## config.mk

```make
export PLATFORM = sky130hd
export DESIGN_NAME = wildcard_glob_matcher_flat
export DESIGN_NICKNAME = d
export VERILOG_FILES = /design/src/design/gcm_pkg.sv /design/src/design/gcm_in_if.sv /design/src/design/gcm_out_if.sv /design/src/design/gcm_cfg.sv /design/src/design/gcm_cell.sv /design/src/design/wildcard_glob_matcher.sv /design/src/flat_wrapper.sv
export SDC_FILE = /design/constraint.sdc
export NUM_CORES = 1
export LEC_CHECK = 0
export ABC_CLOCK_PERIOD_IN_PS = 3650
export BUFFER_PORTS_ARGS = -buffer_cell sky130_fd_sc_hd__buf_2
export CORE_ASPECT_RATIO = 0.6
export CORE_MARGIN = 1
export CORE_UTILIZATION = 58
export CTS_CLUSTER_DIAMETER = 40
export DETAILED_ROUTE_END_ITERATION = 8
export PLACE_DENSITY_LB_ADDON = 0.12
export REMOVE_ABC_BUFFERS = 1
export SLEW_MARGIN = 20
export SYNTH_ARGS = -nofsm -noshare
export SYNTH_HDL_FRONTEND = slang
export SYNTH_SLANG_ARGS = --single-unit
```

## constraint.sdc

```tcl
create_clock -name clk_i -period 3.65 [get_ports clk_i]
set_input_delay 0.73 -clock clk_i [delete_from_list [all_inputs] [get_ports clk_i]]
set_output_delay 0.73 -clock clk_i [all_outputs]
set_load 0.02 [all_outputs]
```

## src/design/gcm_pkg.sv

```systemverilog
`default_nettype none
package gcm_pkg;

  localparam int unsigned CHAR_W    = 8;
  localparam int unsigned NUM_CHARS = 16;
  localparam int unsigned LEN_W     = 5;
  localparam int unsigned APB_DW    = 64;
  localparam int unsigned APB_AW    = 5;

  localparam logic [CHAR_W-1:0] CHAR_STAR  = 8'h2A;  // '*'
  localparam logic [CHAR_W-1:0] CHAR_QMARK = 8'h3F;  // '?'

  // input command codes
  localparam logic CMD_START = 1'b0;
  localparam logic CMD_CHAR  = 1'b1;

  // register index, taken from paddr[4:3]
  typedef enum logic [1:0] {
    REG_LENGTH     = 2'd0,
    REG_CHARS_LOW  = 2'd1,
    REG_CHARS_HIGH = 2'd2
  } reg_idx_e;

  typedef struct packed {
    logic [LEN_W-1:0]                 length;
    logic [NUM_CHARS-1:0][CHAR_W-1:0] chars;
  } cfg_t;

  // broadcast to every cell of the row
  typedef struct packed {
    logic              advance;
    logic              start;
    logic [CHAR_W-1:0] ch;
  } ctrl_t;

endpackage
`default_nettype wire

```

## src/design/gcm_in_if.sv

```systemverilog
`default_nettype none
interface gcm_in_if;
  import gcm_pkg::*;

  logic              valid;
  logic              ready;
  logic              command;
  logic [CHAR_W-1:0] character;

  modport source (output valid, command, character, input ready);
  modport sink   (input valid, command, character, output ready);
endinterface
`default_nettype wire

```

## src/design/gcm_out_if.sv

```systemverilog
`default_nettype none
interface gcm_out_if;
  logic valid;
  logic ready;
  logic matched;
  logic may_still_match;

  modport source (output valid, matched, may_still_match, input ready);
  modport sink   (input valid, matched, may_still_match, output ready);
endinterface
`default_nettype wire

```

## src/design/gcm_cfg.sv

```systemverilog
`default_nettype none
module gcm_cfg (
  input  wire logic                       clk_i,
  input  wire logic                       rst_ni,
  input  wire logic                       psel,
  input  wire logic                       penable,
  input  wire logic                       pwrite,
  input  wire logic [gcm_pkg::APB_AW-1:0] paddr,
  input  wire logic [gcm_pkg::APB_DW-1:0] pwdata,
  output logic      [gcm_pkg::APB_DW-1:0] prdata,
  output logic                            pready,
  output gcm_pkg::cfg_t                   cfg_o
);
  import gcm_pkg::*;

  logic [LEN_W-1:0]  length_q;
  logic [APB_DW-1:0] chars_low_q;
  logic [APB_DW-1:0] chars_high_q;
  logic              wr_en;
  reg_idx_e          idx;

  assign pready = 1'b1;
  assign idx    = reg_idx_e'(paddr[APB_AW-1:3]);
  assign wr_en  = psel && penable && pwrite;

  always_ff @(posedge clk_i or negedge rst_ni) begin
    if (!rst_ni) begin
      length_q     <= '0;
      chars_low_q  <= '0;
      chars_high_q <= '0;
    end else if (wr_en) begin
      unique case (idx)
        REG_LENGTH:     length_q     <= pwdata[LEN_W-1:0];
        REG_CHARS_LOW:  chars_low_q  <= pwdata;
        REG_CHARS_HIGH: chars_high_q <= pwdata;
        default: ;
      endcase
    end
  end

  always_comb begin
    unique case (idx)
      REG_LENGTH:     prdata = {{(APB_DW-LEN_W){1'b0}}, length_q};
      REG_CHARS_LOW:  prdata = chars_low_q;
      REG_CHARS_HIGH: prdata = chars_high_q;
      default:        prdata = '0;
    endcase
  end

  assign cfg_o.length = length_q;
  assign cfg_o.chars  = {chars_high_q, chars_low_q};

endmodule
`default_nettype wire

```

## src/design/gcm_cell.sv

```systemverilog
`default_nettype none
module gcm_cell (
  input  wire logic                       clk_i,
  input  wire logic                       rst_ni,
  input  wire gcm_pkg::ctrl_t             ctrl_i,
  input  wire logic [gcm_pkg::CHAR_W-1:0] pat_char_i,
  input  wire logic                       enable_i,
  input  wire logic                       old_prev_i,
  input  wire logic                       new_prev_i,
  output logic                            bit_o,
  output logic                            new_bit_o
);
  import gcm_pkg::*;

  logic bit_q;
  logic bit_d;
  logic is_star;
  logic hit;

  assign is_star = (pat_char_i == CHAR_STAR);
  assign hit     = (pat_char_i == CHAR_QMARK) || (pat_char_i == ctrl_i.ch);

  // star is checked before the literal compare, so a '*' pattern byte never takes the literal path
  always_comb begin
    if (!enable_i) begin
      bit_d = 1'b0;
    end else if (ctrl_i.start) begin
      bit_d = is_star && new_prev_i;
    end else if (is_star) begin
      bit_d = bit_q || new_prev_i;
    end else begin
      bit_d = hit && old_prev_i;
    end
  end

  always_ff @(posedge clk_i or negedge rst_ni) begin
    if (!rst_ni) begin
      bit_q <= 1'b0;
    end else if (ctrl_i.advance) begin
      bit_q <= bit_d;
    end
  end

  assign bit_o     = bit_q;
  assign new_bit_o = bit_d;

endmodule
`default_nettype wire

```

## src/design/wildcard_glob_matcher.sv

```systemverilog
`default_nettype none
// Streaming glob matcher. Program pattern_length and the two character words over
// APB (registers at byte addresses 0x00, 0x08, 0x10, 64-bit data), then send items:
// command 0 starts a new source string, command 1 feeds one character. Every item
// returns one result in the cycle after it is accepted: matched (the source so far
// matches the whole pattern) and may_still_match (some partial match is alive). '?'
// matches any one byte, '*' matches any run; every other byte, zero included,
// matches itself. A length above PATTERN_MAX is treated as PATTERN_MAX. It takes
// one item per clock unless the result side stalls: the row of PATTERN_MAX cells
// updates together, the star carry rippling from cell to cell, and an output
// register decouples the result side. Before the first start only row bit 0 is set.
module wildcard_glob_matcher #(
  parameter int unsigned PATTERN_MAX = 16
) (
  input  wire logic                       clk_i,
  input  wire logic                       rst_ni,
  gcm_in_if.sink                          in_ch,
  gcm_out_if.source                       out_ch,
  input  wire logic                       psel,
  input  wire logic                       penable,
  input  wire logic                       pwrite,
  input  wire logic [gcm_pkg::APB_AW-1:0] paddr,
  input  wire logic [gcm_pkg::APB_DW-1:0] pwdata,
  output logic      [gcm_pkg::APB_DW-1:0] prdata,
  output logic                            pready
);
  import gcm_pkg::*;

  localparam int unsigned IDX_W = $clog2(PATTERN_MAX + 1);

  cfg_t                 cfg;
  ctrl_t                ctrl;
  logic [LEN_W-1:0]     len_used;
  logic [IDX_W-1:0]     len_idx;
  logic                 accept;

  // row bit 0 lives here; bits 1..PATTERN_MAX live in the cells
  logic                 row0_q;
  logic                 row0_d;
  logic [PATTERN_MAX:0] row_cur;
  logic [PATTERN_MAX:0] row_new;

  logic                 out_valid_q;
  logic                 matched_q;
  logic                 may_q;

  gcm_cfg u_cfg (
    .clk_i   (clk_i),
    .rst_ni  (rst_ni),
    .psel    (psel),
    .penable (penable),
    .pwrite  (pwrite),
    .paddr   (paddr),
    .pwdata  (pwdata),
    .prdata  (prdata),
    .pready  (pready),
    .cfg_o   (cfg)
  );

  assign len_used = (cfg.length > LEN_W'(PATTERN_MAX)) ? LEN_W'(PATTERN_MAX) : cfg.length;
  assign len_idx  = len_used[IDX_W-1:0];

  // accept while the output slot is empty or being drained
  assign in_ch.ready = !out_valid_q || out_ch.ready;
  assign accept      = in_ch.valid && in_ch.ready;

  assign ctrl.advance = accept;
  assign ctrl.start   = (in_ch.command == CMD_START);
  assign ctrl.ch      = in_ch.character;

  assign row0_d     = ctrl.start;
  assign row_cur[0] = row0_q;
  assign row_new[0] = row0_d;

  always_ff @(posedge clk_i or negedge rst_ni) begin
    if (!rst_ni) begin
      row0_q <= 1'b1;
    end else if (accept) begin
      row0_q <= row0_d;
    end
  end

  for (genvar j = 1; j <= PATTERN_MAX; j++) begin : g_cell
    gcm_cell u_cell (
      .clk_i      (clk_i),
      .rst_ni     (rst_ni),
      .ctrl_i     (ctrl),
      .pat_char_i (cfg.chars[j-1]),
      .enable_i   (LEN_W'(j) <= len_used),
      .old_prev_i (row_cur[j-1]),
      .new_prev_i (row_new[j-1]),
      .bit_o      (row_cur[j]),
      .new_bit_o  (row_new[j])
    );
  end

  // result register
  always_ff @(posedge clk_i or negedge rst_ni) begin
    if (!rst_ni) begin
      out_valid_q <= 1'b0;
    end else if (accept) begin
      out_valid_q <= 1'b1;
    end else if (out_ch.ready) begin
      out_valid_q <= 1'b0;
    end
  end

  always_ff @(posedge clk_i) begin
    if (accept) begin
      matched_q <= row_new[len_idx];
      may_q     <= |row_new;
    end
  end

  assign out_ch.valid           = out_valid_q;
  assign out_ch.matched         = matched_q;
  assign out_ch.may_still_match = may_q;

  // a start leaves bit 0 set, a character clears it
  a_row0_follows_cmd: assert property (@(posedge clk_i) disable iff (!rst_ni)
    accept |=> (row0_q == $past(ctrl.start)))
    else $error("row bit 0 does not follow command");

  a_result_after_accept: assert property (@(posedge clk_i) disable iff (!rst_ni)
    accept |=> out_valid_q)
    else $error("accepted item produced no result");

  a_match_implies_alive: assert property (@(posedge clk_i) disable iff (!rst_ni)
    (out_valid_q && matched_q) |-> may_q)
    else $error("matched without any live row bit");

  a_start_alive: assert property (@(posedge clk_i) disable iff (!rst_ni)
    (accept && ctrl.start) |=> may_q)
    else $error("start result reports no live match");

endmodule
`default_nettype wire
```

## src/flat_wrapper.sv

```systemverilog
// flat-port wrapper written by rule: the top's interface ports become plain ports
module wildcard_glob_matcher_flat import gcm_pkg::*;
#(
  parameter int unsigned PATTERN_MAX = 16
)
  (clk_i, rst_ni, psel, penable, pwrite, paddr, pwdata, prdata, pready, in_ch_valid, in_ch_command, in_ch_character, in_ch_ready, out_ch_valid, out_ch_matched, out_ch_may_still_match, out_ch_ready);
  gcm_in_if in_ch_i ();
  gcm_out_if out_ch_i ();
  input  wire logic clk_i;
  input  wire logic rst_ni;
  input  wire logic psel;
  input  wire logic penable;
  input  wire logic pwrite;
  input  wire logic [gcm_pkg::APB_AW-1:0] paddr;
  input  wire logic [gcm_pkg::APB_DW-1:0] pwdata;
  output logic      [gcm_pkg::APB_DW-1:0] prdata;
  output logic pready;
  input wire logic [$bits(in_ch_i.valid)-1:0] in_ch_valid;
  input wire logic [$bits(in_ch_i.command)-1:0] in_ch_command;
  input wire logic [$bits(in_ch_i.character)-1:0] in_ch_character;
  output wire logic [$bits(in_ch_i.ready)-1:0] in_ch_ready;
  output wire logic [$bits(out_ch_i.valid)-1:0] out_ch_valid;
  output wire logic [$bits(out_ch_i.matched)-1:0] out_ch_matched;
  output wire logic [$bits(out_ch_i.may_still_match)-1:0] out_ch_may_still_match;
  input wire logic [$bits(out_ch_i.ready)-1:0] out_ch_ready;
  assign in_ch_i.valid = in_ch_valid;
  assign in_ch_i.command = in_ch_command;
  assign in_ch_i.character = in_ch_character;
  assign in_ch_ready = in_ch_i.ready;
  assign out_ch_valid = out_ch_i.valid;
  assign out_ch_matched = out_ch_i.matched;
  assign out_ch_may_still_match = out_ch_i.may_still_match;
  assign out_ch_i.ready = out_ch_ready;
  wildcard_glob_matcher #(.PATTERN_MAX(PATTERN_MAX)) u_core (.clk_i(clk_i), .rst_ni(rst_ni), .in_ch(in_ch_i), .out_ch(out_ch_i), .psel(psel), .penable(penable), .pwrite(pwrite), .paddr(paddr), .pwdata(pwdata), .prdata(prdata), .pready(pready));
endmodule
```

# --- Word-level counts from Yosys, hierarchy flattened ---
# Cells that the tools add are included.
word_totals:
  ff_bits: 153
  latch_bits: 0
  ram_bits: 0
  rom_bits: 0
  output_inout_bits: 69
  elab_cells: 221
  mem_count: 0
op_classes:
  addsub: 0
  n_mul: 0
  div_mod_pow: 0
  order_cmp: 18
  n_eq_ne: 50
  n_shift: 0
  muxes: 54
  bitwise: 1
  reduce_logical: 75
ops:
  columns: ["operator", "n"]
  rows:
  - ["$eq A8 B6 Y1 const B", 32]
  - ["$pmux W64 S3", 1]
  - ["$eq A8 B8 Y1", 16]
  - ["$mux W1", 51]
  - ["$le A4 B5 Y1 const A", 8]
  - ["$logic_and A1 B1 Y1", 35]
  - ["$logic_or A1 B1 Y1", 33]
  - ["$le A3 B5 Y1 const A", 4]
  - ["$reduce_or A17 Y1", 1]
  - ["$le A2 B5 Y1 const A", 2]
  - ["$lt A5 B6 Y1 const B", 1]
  - ["$reduce_and A2 Y1", 3]
  - ["$bmux W1 S5", 1]
  - ["$gt A5 B5 Y1 const B", 1]
  - ["$le A1 B5 Y1 const A", 1]
  - ["$le A5 B5 Y1 const A", 1]
  - ["$mux W5", 1]
  - ["$eq A2 B1 Y1 const B", 1]
  - ["$eq A2 B2 Y1 const B", 1]
  - ["$logic_not A2 Y1", 1]
  - ["$reduce_bool A2 Y1", 1]
  - ["$logic_not A1 Y1", 1]
  - ["$not A1 Y1", 1]

# --- Logic depth before layout (Yosys ltp) ---
# Gate-level depths: netlist (run 1).
logic_depth:
  ltp_word: 68
  mapped_depth: 14
  ltp_nobuf: 12

# --- By module ---
# From an unflattened synthesis (run 1), not the netlist that was laid out.
hier_totals:
  cells_unflattened: 900
  hier_area_um2: 10018.4
modules_own_cells:
  columns: ["mod", "n_inst", "cells_per_inst", "area_each_um2"]
  rows:
  - ["gcm_cfg", 1, 378, 5952.0]
  - ["gcm_cell", 16, 28, 221.5]
  - ["wildcard_glob_matcher", 1, 74, 523.0]

# --- Worst setup path before layout (run 1) ---
# No wires, ideal clock.
synth_path:
  path_type: "input-to-reg"
  startpoint: "input in_ch_character[1]"
  endpoint: "register u_core.matched_q, in the netlist u_core.out_ch.matched, data pin"
  setup_time_ns: 0.135
  arrival_time_ns: 3.442
  required_ns: 3.515
  slack_ns: 0.073
  stages: 14
  path_cell_list: "clkbuf_1 -> buf_2 -> xnor2_1 -> nand4_1 -> o21ai_0 -> nand4_1 -> nand3b_4 -> nand2_1 -> a211oi_2 -> o221ai_1 -> and3_1 -> a2111oi_2 -> o311ai_1 -> nand3_1"
synth_via:
  elab_chain_len: 68
synth_rtl:
  columns: ["item", "line", "rtl"]
  rows:
  - ["start, declared", "flat_wrapper.sv:20", "input wire logic [$bits(in_ch_i.character)-1:0] in_ch_character;"]
  - ["$eq A8 B8 Y1", "gcm_cell.sv:21", "assign hit = (pat_char_i == CHAR_QMARK) || (pat_char_i == ctrl_i.ch);"]
  - ["$logic_or A1 B1 Y1", "gcm_cell.sv:21", null]
  - ["$logic_and A1 B1 Y1", "gcm_cell.sv:32", "bit_d = hit && old_prev_i;"]
  - ["$mux W1", "gcm_cell.sv:29", "end else if (is_star) begin"]
  - ["$mux W1", "gcm_cell.sv:27", "end else if (ctrl_i.start) begin"]
  - ["$mux W1", "gcm_cell.sv:25", "if (!enable_i) begin"]
  - ["$logic_or A1 B1 Y1", "gcm_cell.sv:30", "bit_d = bit_q || new_prev_i;"]
  - ["$mux W1", "gcm_cell.sv:29", null]
  - ["[52 not listed]", null, null]
  - ["$mux W1", "gcm_cell.sv:27", null]
  - ["$mux W1", "gcm_cell.sv:25", null]
  - ["$logic_or A1 B1 Y1", "gcm_cell.sv:30", null]
  - ["$mux W1", "gcm_cell.sv:29", null]
  - ["$mux W1", "gcm_cell.sv:27", null]
  - ["$mux W1", "gcm_cell.sv:25", null]
  - ["$bmux W1 S5 (*)", "wildcard_glob_matcher.sv:110", "matched_q <= row_new[len_idx];"]
  - ["$mux W1 (implied by the code) (*)", "wildcard_glob_matcher.sv:110", null]
  - ["end signal, assigned", "wildcard_glob_matcher.sv:110", null]
  - ["end, declared", "wildcard_glob_matcher.sv:44", "logic matched_q;"]
# Mark *: on every way between the ends. The rest lies on a longest branch, timed or not. The select of a mux whose other input is x is not followed.
# A chain may end at the register's enable or synchronous reset.

# --- Worst setup path after layout (run 1) ---
layout_path:
  startpoint: "register u_core.u_cfg.chars_low_q[32]"
  endpoint: "register u_core.matched_q, in the netlist u_core.out_ch.matched, data pin"
layout_via:
  elab_chain_len: 52
layout_rtl:
  columns: ["item", "line", "rtl"]
  rows:
  - ["start, declared", "gcm_cfg.sv:17", "logic [APB_DW-1:0] chars_low_q;"]
  - ["start signal, assigned", "gcm_cfg.sv:34", "REG_CHARS_LOW: chars_low_q <= pwdata;"]
  - ["$eq A8 B6 Y1 / $eq A8 B8 Y1 (equally long branches)", "gcm_cell.sv:21", null]
  - ["$logic_or A1 B1 Y1", "gcm_cell.sv:21", null]
  - ["$logic_and A1 B1 Y1", "gcm_cell.sv:32", null]
  - ["$mux W1", "gcm_cell.sv:29", null]
  - ["$mux W1 (*)", "gcm_cell.sv:27", null]
  - ["$mux W1 (*)", "gcm_cell.sv:25", null]
  - ["$logic_or A1 B1 Y1", "gcm_cell.sv:30", null]
  - ["$mux W1", "gcm_cell.sv:29", null]
  - ["[36 not listed]", null, null]
  - ["$mux W1", "gcm_cell.sv:27", null]
  - ["$mux W1", "gcm_cell.sv:25", null]
  - ["$logic_or A1 B1 Y1", "gcm_cell.sv:30", null]
  - ["$mux W1", "gcm_cell.sv:29", null]
  - ["$mux W1", "gcm_cell.sv:27", null]
  - ["$mux W1", "gcm_cell.sv:25", null]
  - ["$bmux W1 S5 (*)", "wildcard_glob_matcher.sv:110", null]
  - ["$mux W1 (implied by the code) (*)", "wildcard_glob_matcher.sv:110", null]
# Marks and branches as above.

==> results of run 1 <==
-- cell type report --
cell class              count  area, um2
multi-input cells         742       5840
clock inverters             8        169
clock buffers              23        458
well taps                 228        285
repair buffers            272       1860
fillers                  1176       3950
flip-flops and latches    153       3840
inverters                  11       41.3
-- stage by stage --
stage               utilization [%]  instance area [um2]  hold slack [ns]  std cells  power, mW
detailed placement             71.7                11800            0.487       1406       4.42
floorplan                         -                 9620            0.434        906       3.64
finish                         76.0                12500            0.287       1437       6.43
CTS                            75.6                12400            0.302       1437       6.38
global placement               71.7                11800            0.478       1406       4.36
global route                   76.0                12500            0.328       1437       6.69
-- kinds of logic (layout without fill, tap and decap cells) --
group	count (synthesis)	in the layout	synth area share, %
DFF	153	153	38.9
AOI/OAI and AO/OA	181	181	13.6
muxes	143	143	16.2
buffers and inverters	75	314	3.04
and+or+nand+nor	289	289	16.9
other	1	1	0.0380
xor gates and xnor gates	128	128	11.3
-- state kept, by name, indices dropped and copies added (netlist names) --
name                           count
u_core.g_cell.u_cell.bit_o        16
u_core.u_cfg.chars_low_q          64
u_core.row0_q                      1
u_core.out_ch.valid                1
u_core.out_ch.may_still_match      1
u_core.u_cfg.length_q              5
u_core.out_ch.matched              1
u_core.u_cfg.chars_high_q         64
-- power by group --
group | total [mW] | internal, mW | switching, mW
Sequential | 2.57 | 2.06 | 0.508
Clock | 1.94 | 1.23 | 0.714
Combinational | 1.92 | 0.979 | 0.938
-- cells in the final DEF, fill, tap and decap left out, types with 7 or more instances in the layout --
cell type and n:
a21oi_1 17, a22o_1 60, a31oi_1 7, and2_1 9
and3_1 13, buf_12 15, buf_2 148, buf_4 108
clkbuf_16 17, dfrtp_1 150, inv_1 11, mux2_2 137
nand2_1 50, nand2b_1 8, nand3_1 30, nand4_1 38
nor2_1 35, nor3_1 21, nor4_1 21, o21ai_0 40
or2_2 7, xnor2_1 88, xor2_1 40
-- metal layers --
layer  routed length, um  GRT usage [%]  share of wire [%]  vias up
met5                   0              0                  0        -
met4                 366           8.18                1.2        0
met3                2840           8.45                9.4       35
met2               13000           52.8                 43      471
met1               14000           51.5                 46     4518
li1                    -              -                  -     4076
-- worst max-delay path: stages, from the launching register on --
cell and delay, ns:
dfrtp_1 0.43, nor3_1 0.33, nand3_2 0.21, or4_1 0.58, nand4b_1 0.27, or4b_4 0.56
nor2_1 0.10, o21ai_0 0.08, a31o_2 0.24, a2111oi_2 0.36, o311ai_1 0.17, nand3_1 0.10
-- final timing paths --
| path | startpoint | to | slack (ns) | cells after the start |
|---|---|---|---|---|
| max in group asynchronous | rst_ni | u_core.row0_q | 2.59 | 2 |
| max reg2reg | u_core.u_cfg.chars_low_q[32] | u_core.out_ch.matched | 0.08 | 11 |
| max | u_core.u_cfg.chars_low_q[32] | u_core.out_ch.matched | 0.08 | 11 |
| min reg2reg | u_core.row0_q | u_core.row0_q | 0.50 | 2 |
| min | rst_ni | u_core.u_cfg.chars_high_q[37] | 0.29 | 1 |
| min in group clk_i | u_core.row0_q | u_core.row0_q | 0.50 | 2 |
-- repair_timing --
action / 4_1_cts / 5_1_grt
hold endpoints to repair: 0 / 0
setup buffers: 0 / 1
pin swaps: 3 / 9
endpoints found under the setup margin: 2 / 4
resized for setup: 1 / 13
==> qor.yml, run 1 <==
cells_and_area:
  layout-drive-gt1-share_pct: 39.8
  nets: 1282
  area_delta_synth_final_pct: 26.5
  antenna_cells: 0
clock_tree:
  cts_tree: "done"
  htreeDepth: 4
  cts_root_buf: "clkbuf_16"
  clock_latency_ns: 0.43
  hold_buffers: 0
  clock_sinks: 153
  cts_made_buffers: 17
  cts_buffer_depth: 2
  clk_pin_slew_ns: 0.06
place:
  dp_hpwl_um: 20800
  place.gp.congestion: 1.02
  pre_cts_slack_ns: -0.134
  io_buffers: 149
flow_run:
  cap_violations: 0
power_and_ir_drop:
  cellPowerDensity_nw_per_um2: 514
  power.leakage_nw: 5.42
  peakVddDrop_uv: 311
sta:
  drv_slew: 0
  fin_skew_ns: 0.00990
  slew_headroom_pct: 47.1
  timing_hold_violations_final: 0
  layout_setup_ws_ns: 0.0831
  min_period_over_period_pct: 97.7
  finalSetupTns_ns: 0
  fmax_mhz: 280
  finalSetupViolCount: 0
  worstMarginPinSlew_ns: 0.786
  fin_crit_ns: 3.57
setup_path:
  crit_path_max_fanout: 5
  criticalPathCategory: "flip-flop to flip-flop"
  critical_path_required_ns: 3.94
  end_kind: "flip-flop"
  critPathArrivalTime_ns: 3.86
  crit_path_start_kind: "flip-flop"
yosys:
  synth_cell_types: 70
  synth_edf_count: 2
  yosys.area.top_type: "dfrtp_1"
  ys_seq_area_share_pct: 38.9
  yosysWarnings: 0
  synth_top_area_share_pct: 38.0
  synthTopCellsByArea: "dfrtp_1 (38%), mux2_2 (16%), xnor2_1 (7.8%)"
  ys.flop_type: "dfrtp_1"
  post-synth-top-count-cell: "dfrtp_1"
  synthTopCellsByCount: "dfrtp_1 (150), mux2_2 (137), xnor2_1 (88), a22o_1 (60), nand2_1 (51)"
  async_reset_ff_share_pct: 98.7
  synth_seq_cells: 153
  netlist_area_um2: 9880
  syn_inst: 970
  syn_avg_cell_area_um2: 10.2
grt:
  grt_pass1_vias: 8511
  grt_max_degree: 65
  grt_first_pass_wirelength_um: 46400
  grt_remaining_overflow: 0
  track_usage_pct: 35.2
  antenna_found_initial: 0
floorplan:
  start_util_pct: 60.1
  pin_count: 154
  rows: 36
  die_h_um: 103
  dieArea_um2: 17600
  core-area_um2: 16400
  dieWidth_um: 170
routing:
  route.detailed.drc: 0
  antenna_left: 0
  viasPerCell: 6.33
  drt-initial-drc-count: 902
  wl_per_cell_um: 21.0
  drt_first_pass_iters: 5
  vias: 9100
  routed_wl_um: 30200
status:
  status: "finished clean"
min_path:
  hold_path_class: "input pin to asynchronous set/reset pin"
Note: power is estimated with default switching activity, not from simulation.
==> run 2, diff against run 1 <==
--- a/config.mk
+++ b/config.mk
@@ -5,11 +5,11 @@
 export SDC_FILE = /design/constraint.sdc
 export NUM_CORES = 1
 export LEC_CHECK = 0
-export ABC_CLOCK_PERIOD_IN_PS = 3650
+export ABC_CLOCK_PERIOD_IN_PS = 4550
 export BUFFER_PORTS_ARGS = -buffer_cell sky130_fd_sc_hd__buf_2
-export CORE_ASPECT_RATIO = 0.6
+export CORE_ASPECT_RATIO = 2
 export CORE_MARGIN = 1
-export CORE_UTILIZATION = 58
+export CORE_UTILIZATION = 60
 export CTS_CLUSTER_DIAMETER = 40
 export DETAILED_ROUTE_END_ITERATION = 8
 export PLACE_DENSITY_LB_ADDON = 0.12
==> constraint.sdc (replaced) <==
create_clock -name clk_i -period 4.55 [get_ports clk_i]
set_input_delay 0.91 -clock clk_i [delete_from_list [all_inputs] [get_ports clk_i]]
set_output_delay 0.91 -clock clk_i [all_outputs]
set_load 0.02 [all_outputs]
==> qor.yml, run 2 (same netlist as run 1, synthesis figures left out) <==
status:
  status: "finished clean"
cells_and_area:
  final_cell_mix: "dfrtp_1 (150), buf_2 (148), mux2_2 (137), xnor2_1 (88), a22o_1 (60)"
  layout-drive-gt1-share_pct: 35.1  # -4.7 points
  final_util_pct: 72.1  # -3.9 points
  final_area_um2: 11700  # -6.6%
  area_delta_synth_final_pct: 18.1
  antenna_cells: 0  # unchanged
  final_common_cell: "dfrtp_1"
  nets: 1207  # -5.9%
grt:
  track_usage_pct: 37.0  # +1.8 points
  grt_max_degree: 91  # +40%
  antenna_found_initial: 0  # unchanged
  grt_first_pass_wirelength_um: 48000  # +3.4%
  grt_remaining_overflow: 0  # unchanged
  grt_pass1_vias: 9120  # +7.2%
setup_path:
  critPathArrivalTime_ns: 4.13  # +0.27 ns
  critical_path_required_ns: 4.71  # +0.77 ns
  critical_path_buf_inv_count: 1  # +1
  criticalPathCategory: "flip-flop to flip-flop"
  crit_path_max_fanout: 6  # +1
  path_cells: "nor4b_2 > nand4_1 > or4_1 > or3_1 > nand3b_4 > o22ai_2 > a211oi_2 > buf_4 > a221oi_2 > a31oi_1 > o41ai_2 > nand3_1"
  end_kind: "flip-flop"
  cpLargestDelayFamily: "simple AND/OR/NAND/NOR gates"
  cp_slowest_cell: "or4_1"
  crit_path_start_kind: "flip-flop"
  slowest_delay_ns: 0.57  # about the same
place:
  io_buffers: 149  # unchanged
  place.gp.congestion: 1.00  # -1.8%
  dp_hpwl_um: 22200  # +6.9%
  pre_cts_slack_ns: 0.434  # +0.568 ns
  place_area_um2: 11100  # -6.3%
power_and_ir_drop:
  power_mw: 4.94  # -23%
  power.leakage_nw: 4.97  # -8.2%
  cellPowerDensity_nw_per_um2: 423  # -18%
  peakVddDrop_uv: 440  # +41%
sta:
  rsz0062_at_grt: "no"
  slew_headroom_pct: 36.1  # -11 points
  hold_ws_ns: 0.512  # +0.226 ns
  timing_hold_violations_final: 0  # unchanged
  finalSetupViolCount: 0  # unchanged
  drv_slew: 0  # unchanged
  worstMarginPinSlew_ns: 0.956  # +0.170 ns
  fmax_mhz: 251  # -10%
  min_period_over_period_pct: 87.4  # -10 points
  fin_crit_ns: 3.98  # +0.410 ns
  fin_skew_ns: 0.00975  # -0.000157 ns
  layout_setup_ws_ns: 0.573  # +0.490 ns
clock_tree:
  clock_latency_ns: 0.42  # about the same
  post_cts_buffers: 0  # unchanged
  cts_root_buf: "clkbuf_16"
  cts_made_buffers: 17  # unchanged
  cts_buffer_depth: 2  # unchanged
  clk_pin_slew_ns: 0.06  # about the same
  clock_sinks: 153  # unchanged
  cts_resized: 0  # -1
  htreeDepth: 4  # unchanged
  hold_buffers: 0  # unchanged
  cts_tree: "done"
routing:
  vias: 8762  # -3.7%
  antenna_left: 0  # unchanged
  wl_per_cell_um: 22.7  # +8.1%
  drt_first_pass_iters: 6  # +1
  drt-initial-drc-count: 636  # -29%
  route.detailed.drc: 0  # unchanged
  routed_wl_um: 30400  # +0.76%
  viasPerCell: 6.54  # +3.3%
floorplan:
  die_h_um: 183  # +78%
  pin_count: 154  # unchanged
  start_util_pct: 61.0  # +0.95 points
  dieArea_um2: 17000  # -3.2%
  core-area_um2: 16200  # -1.6%
  dieWidth_um: 92.7  # -46%
  rows: 66  # +83%
min_path:
  hold_path_class: "flip-flop to flip-flop"
flow_run:
  cap_violations: 0  # unchanged
run 2: cell types whose count changed in the layout (fill, tap and decap cells not counted), moves of 2 or more:
cell,previous run,this run
clkinvlp_4,0,2
clkbuf_1,5,2
bufinv_16,5,3
o21ai_1,1,3
buf_12,15,3
buf_4,108,45
o21ai_2,2,0
clkbuf_8,1,3
run 2: worst min-delay path: stages (launching register included):
cell and delay [ns]:
dfrtp_1 0.37, nand2_1 0.05, o21ai_0 0.06
run 2: path summary, 6_finish.rpt:
path | to | cells after the start | from | slack (ns)
worst max-delay path | u_core.out_ch.matched | 12 | u_core.u_cfg.chars_high_q[0] | 0.57
worst min-delay path | u_core.g_cell[6].u_cell.bit_o | 2 | u_core.g_cell[6].u_cell.bit_o | 0.51
worst max register to register | u_core.out_ch.matched | 12 | u_core.u_cfg.chars_high_q[0] | 0.57
worst min register to register | u_core.g_cell[6].u_cell.bit_o | 2 | u_core.g_cell[6].u_cell.bit_o | 0.51
max in group asynchronous | u_core.u_cfg.chars_high_q[40] | 2 | rst_ni | 2.99
min in group asynchronous | u_core.u_cfg.chars_high_q[5] | 1 | rst_ni | 0.57
run 2: power by group:
group	leakage [nW]	internal [mW]	switching, mW
combinational	2.79	0.679	0.657
clock	0.297	0.909	0.577
sequential	1.89	1.65	0.464
total	4.97	3.24	1.70
run 2: area by class of cell:
cell class / count / area, um2
clock buffers: 22 / 474
clock inverters: 10 / 141
fillers: 1303 / 4520
inverters: 11 / 41.3
multi-input cells: 742 / 5760
flip-flops and latches: 153 / 3840
well taps: 204 / 255
repair buffers: 197 / 1150
run 2: stage by stage:
stage                     cells  TNS, ns
after global routing       1339        0
after detailed placement   1307        0
after global placement     1307        0
final                      1339        0
after CTS                  1339        0
after floorplan             906  -242.99
run 2: metal layers:
| metal | share of wire, % | global-route usage [%] |
|---|---|---|
| met1 | 36 | 39.1 |
| met2 | 53 | 66.0 |
| met3 | 3.8 | 5.33 |
| met4 | 7.1 | 26.6 |
| met5 | 0 | 0 |
==> run 3, diff against run 2 <==
--- a/config.mk
+++ b/config.mk
@@ -5,7 +5,7 @@
 export SDC_FILE = /design/constraint.sdc
 export NUM_CORES = 1
 export LEC_CHECK = 0
-export ABC_CLOCK_PERIOD_IN_PS = 4550
+export ABC_CLOCK_PERIOD_IN_PS = 4700
 export BUFFER_PORTS_ARGS = -buffer_cell sky130_fd_sc_hd__buf_2
 export CORE_ASPECT_RATIO = 2
 export CORE_MARGIN = 1
==> constraint.sdc (replaced) <==
create_clock -name clk_i -period 4.7 [get_ports clk_i]
set_input_delay 0.94 -clock clk_i [delete_from_list [all_inputs] [get_ports clk_i]]
set_output_delay 0.94 -clock clk_i [all_outputs]
set_load 0.02 [all_outputs]
==> qor.yml, run 3 (same netlist as run 1, synthesis figures left out) <==
clock_tree:
  clock_sinks: 153  # unchanged
  htreeDepth: 4  # unchanged
  cts_made_buffers: 17  # unchanged
  hold_buffers: 0  # unchanged
  cts_root_buf: "clkbuf_16"
  cts_tree: "done"
  clk_pin_slew_ns: 0.06  # about the same
  clock_latency_ns: 0.43  # about the same
  cts_resized: 0  # unchanged
  post_cts_buffers: 0  # unchanged
  cts_buffer_depth: 2  # unchanged
sta:
  timing_hold_violations_final: 0  # unchanged
  slew_headroom_pct: 32.9  # -3.2 points
  fmax_mhz: 254  # +0.82%
  worstMarginPinSlew_ns: 1.00  # +0.0484 ns
  rsz0062_at_grt: "no"
  drv_slew: 0  # unchanged
  layout_setup_ws_ns: 0.756  # +0.182 ns
  min_period_over_period_pct: 83.9  # -3.5 points
  finalSetupViolCount: 0  # unchanged
  fin_crit_ns: 3.94  # -0.0325 ns
  hold_ws_ns: 0.520  # +0.00802 ns
  finalSetupTns_ns: 0  # unchanged
  fin_skew_ns: 0.0109  # +0.00117 ns
grt:
  track_usage_pct: 36.2  # -0.87 points
  grt_max_degree: 101  # +11%
  grt_remaining_overflow: 0  # unchanged
  grt_first_pass_wirelength_um: 47000  # -2.1%
  antenna_found_initial: 0  # unchanged
  grt_pass1_vias: 8810  # -3.4%
floorplan:
  core-area_um2: 16200  # unchanged
  rows: 66  # unchanged
  dieArea_um2: 17000  # unchanged
  pin_count: 154  # unchanged
  dieWidth_um: 92.7  # unchanged
  die_h_um: 183  # unchanged
  start_util_pct: 61.0  # unchanged
routing:
  drt_first_pass_iters: 7  # +1
  wl_per_cell_um: 22.4  # -1.1%
  viasPerCell: 6.53  # -0.24%
  vias: 8689  # -0.83%
  drt-initial-drc-count: 598  # -6.0%
  antenna_left: 0  # unchanged
  routed_wl_um: 29900  # -1.7%
  route.detailed.drc: 0  # unchanged
setup_path:
  end_kind: "flip-flop"
  r2r_setup_slack_ns: 0.76  # +0.18 ns
  critical_path_required_ns: 4.86  # +0.15 ns
  critPathArrivalTime_ns: 4.11  # -0.02 ns
  criticalPathCategory: "flip-flop to flip-flop"
  crit_path_max_fanout: 6  # unchanged
  crit_path_start_kind: "flip-flop"
place:
  io_buffers: 149  # unchanged
  place_area_um2: 11000  # -0.82%
  dp_cells: 1300  # -0.54%
  pre_cts_slack_ns: 0.593  # +0.159 ns
  place.gp.congestion: 0.979  # -2.2%
  dp_hpwl_um: 21500  # -3.2%
min_path:
  hold_path_class: "flip-flop to flip-flop"
cells_and_area:
  final_cell_mix: "dfrtp_1 (150), buf_2 (148), mux2_2 (137), xnor2_1 (88), a22o_1 (60)"
  final_common_cell: "dfrtp_1"
  final_area_um2: 11600  # -0.85%
  fin_cells: 1331  # -0.60%
  fill_cells: 1296  # -0.54%
  seqCellArea_um2: 3840  # unchanged
  antenna_cells: 0  # unchanged
  multi_input_area_um2: 5760  # unchanged
  nets: 1200  # -0.58%
  layout-drive-gt1-share_pct: 34.7  # -0.37 points
  area_delta_synth_final_pct: 17.1
power_and_ir_drop:
  peakVddDrop_uv: 294  # -33%
  power.leakage_nw: 4.92  # -1.0%
  cellPowerDensity_nw_per_um2: 413  # -2.5%
status:
  status: "finished clean"
flow_run:
  cap_violations: 0  # unchanged
run 3: final timing paths:
path                                               startpoint                            end  cells after the start
worst max-delay path             u_core.u_cfg.chars_high_q[0]  u_core.out_ch.may_still_match                     14
worst min-delay path            u_core.g_cell[6].u_cell.bit_o  u_core.g_cell[6].u_cell.bit_o                      2
worst max register to register   u_core.u_cfg.chars_high_q[0]  u_core.out_ch.may_still_match                     14
worst min register to register  u_core.g_cell[6].u_cell.bit_o  u_core.g_cell[6].u_cell.bit_o                      2
max in group asynchronous                              rst_ni   u_core.u_cfg.chars_low_q[14]                      2
min in group asynchronous                              rst_ni            u_core.out_ch.valid                      1
run 3: worst max-delay path, stage by stage (launching register included):
cell and delay (ns):
dfrtp_1 0.48, nor4b_2 0.30, nand4_1 0.32, or4_1 0.57, or3_1 0.42, nand3b_4 0.17
o22ai_2 0.14, a211oi_2 0.05, buf_4 0.17, o41ai_2 0.31, buf_4 0.20, nand3_1 0.07
nor3_1 0.14, nand4_1 0.15, nand4bb_1 0.19
run 3: where the power goes:
group | leakage, nW | internal [mW] | switching (mW) | total [mW]
clock | 0.292 | 0.882 | 0.565 | 1.45
sequential | 1.89 | 1.60 | 0.447 | 2.05
combinational | 2.74 | 0.651 | 0.631 | 1.28
run 3: area by class of cell:
cell class,count,area share (%)
clock buffers,18,3.71
clock inverters,13,1.54
inverters,11,0.357
multi-input cells,742,49.8
flip-flops and latches,153,33.2
well taps,204,2.21
repair buffers,190,9.16
run 3: metrics by stage:
step	total power [mW]	utilization (%)
finish	4.77	71.5
global route	4.97	71.5
CTS	4.77	71.5
detailed placement	3.32	67.7
global placement	3.27	67.7
floorplan	2.83	-
run 3: layer usage:
metal	global-route usage, %	vias to the layer above	share of wire [%]
met3	4.26	120	4.2
met1	39.2	4324	36
met2	66.3	353	54
met4	21.2	0	5.6
li1	-	3892	-
met5	0	-	0
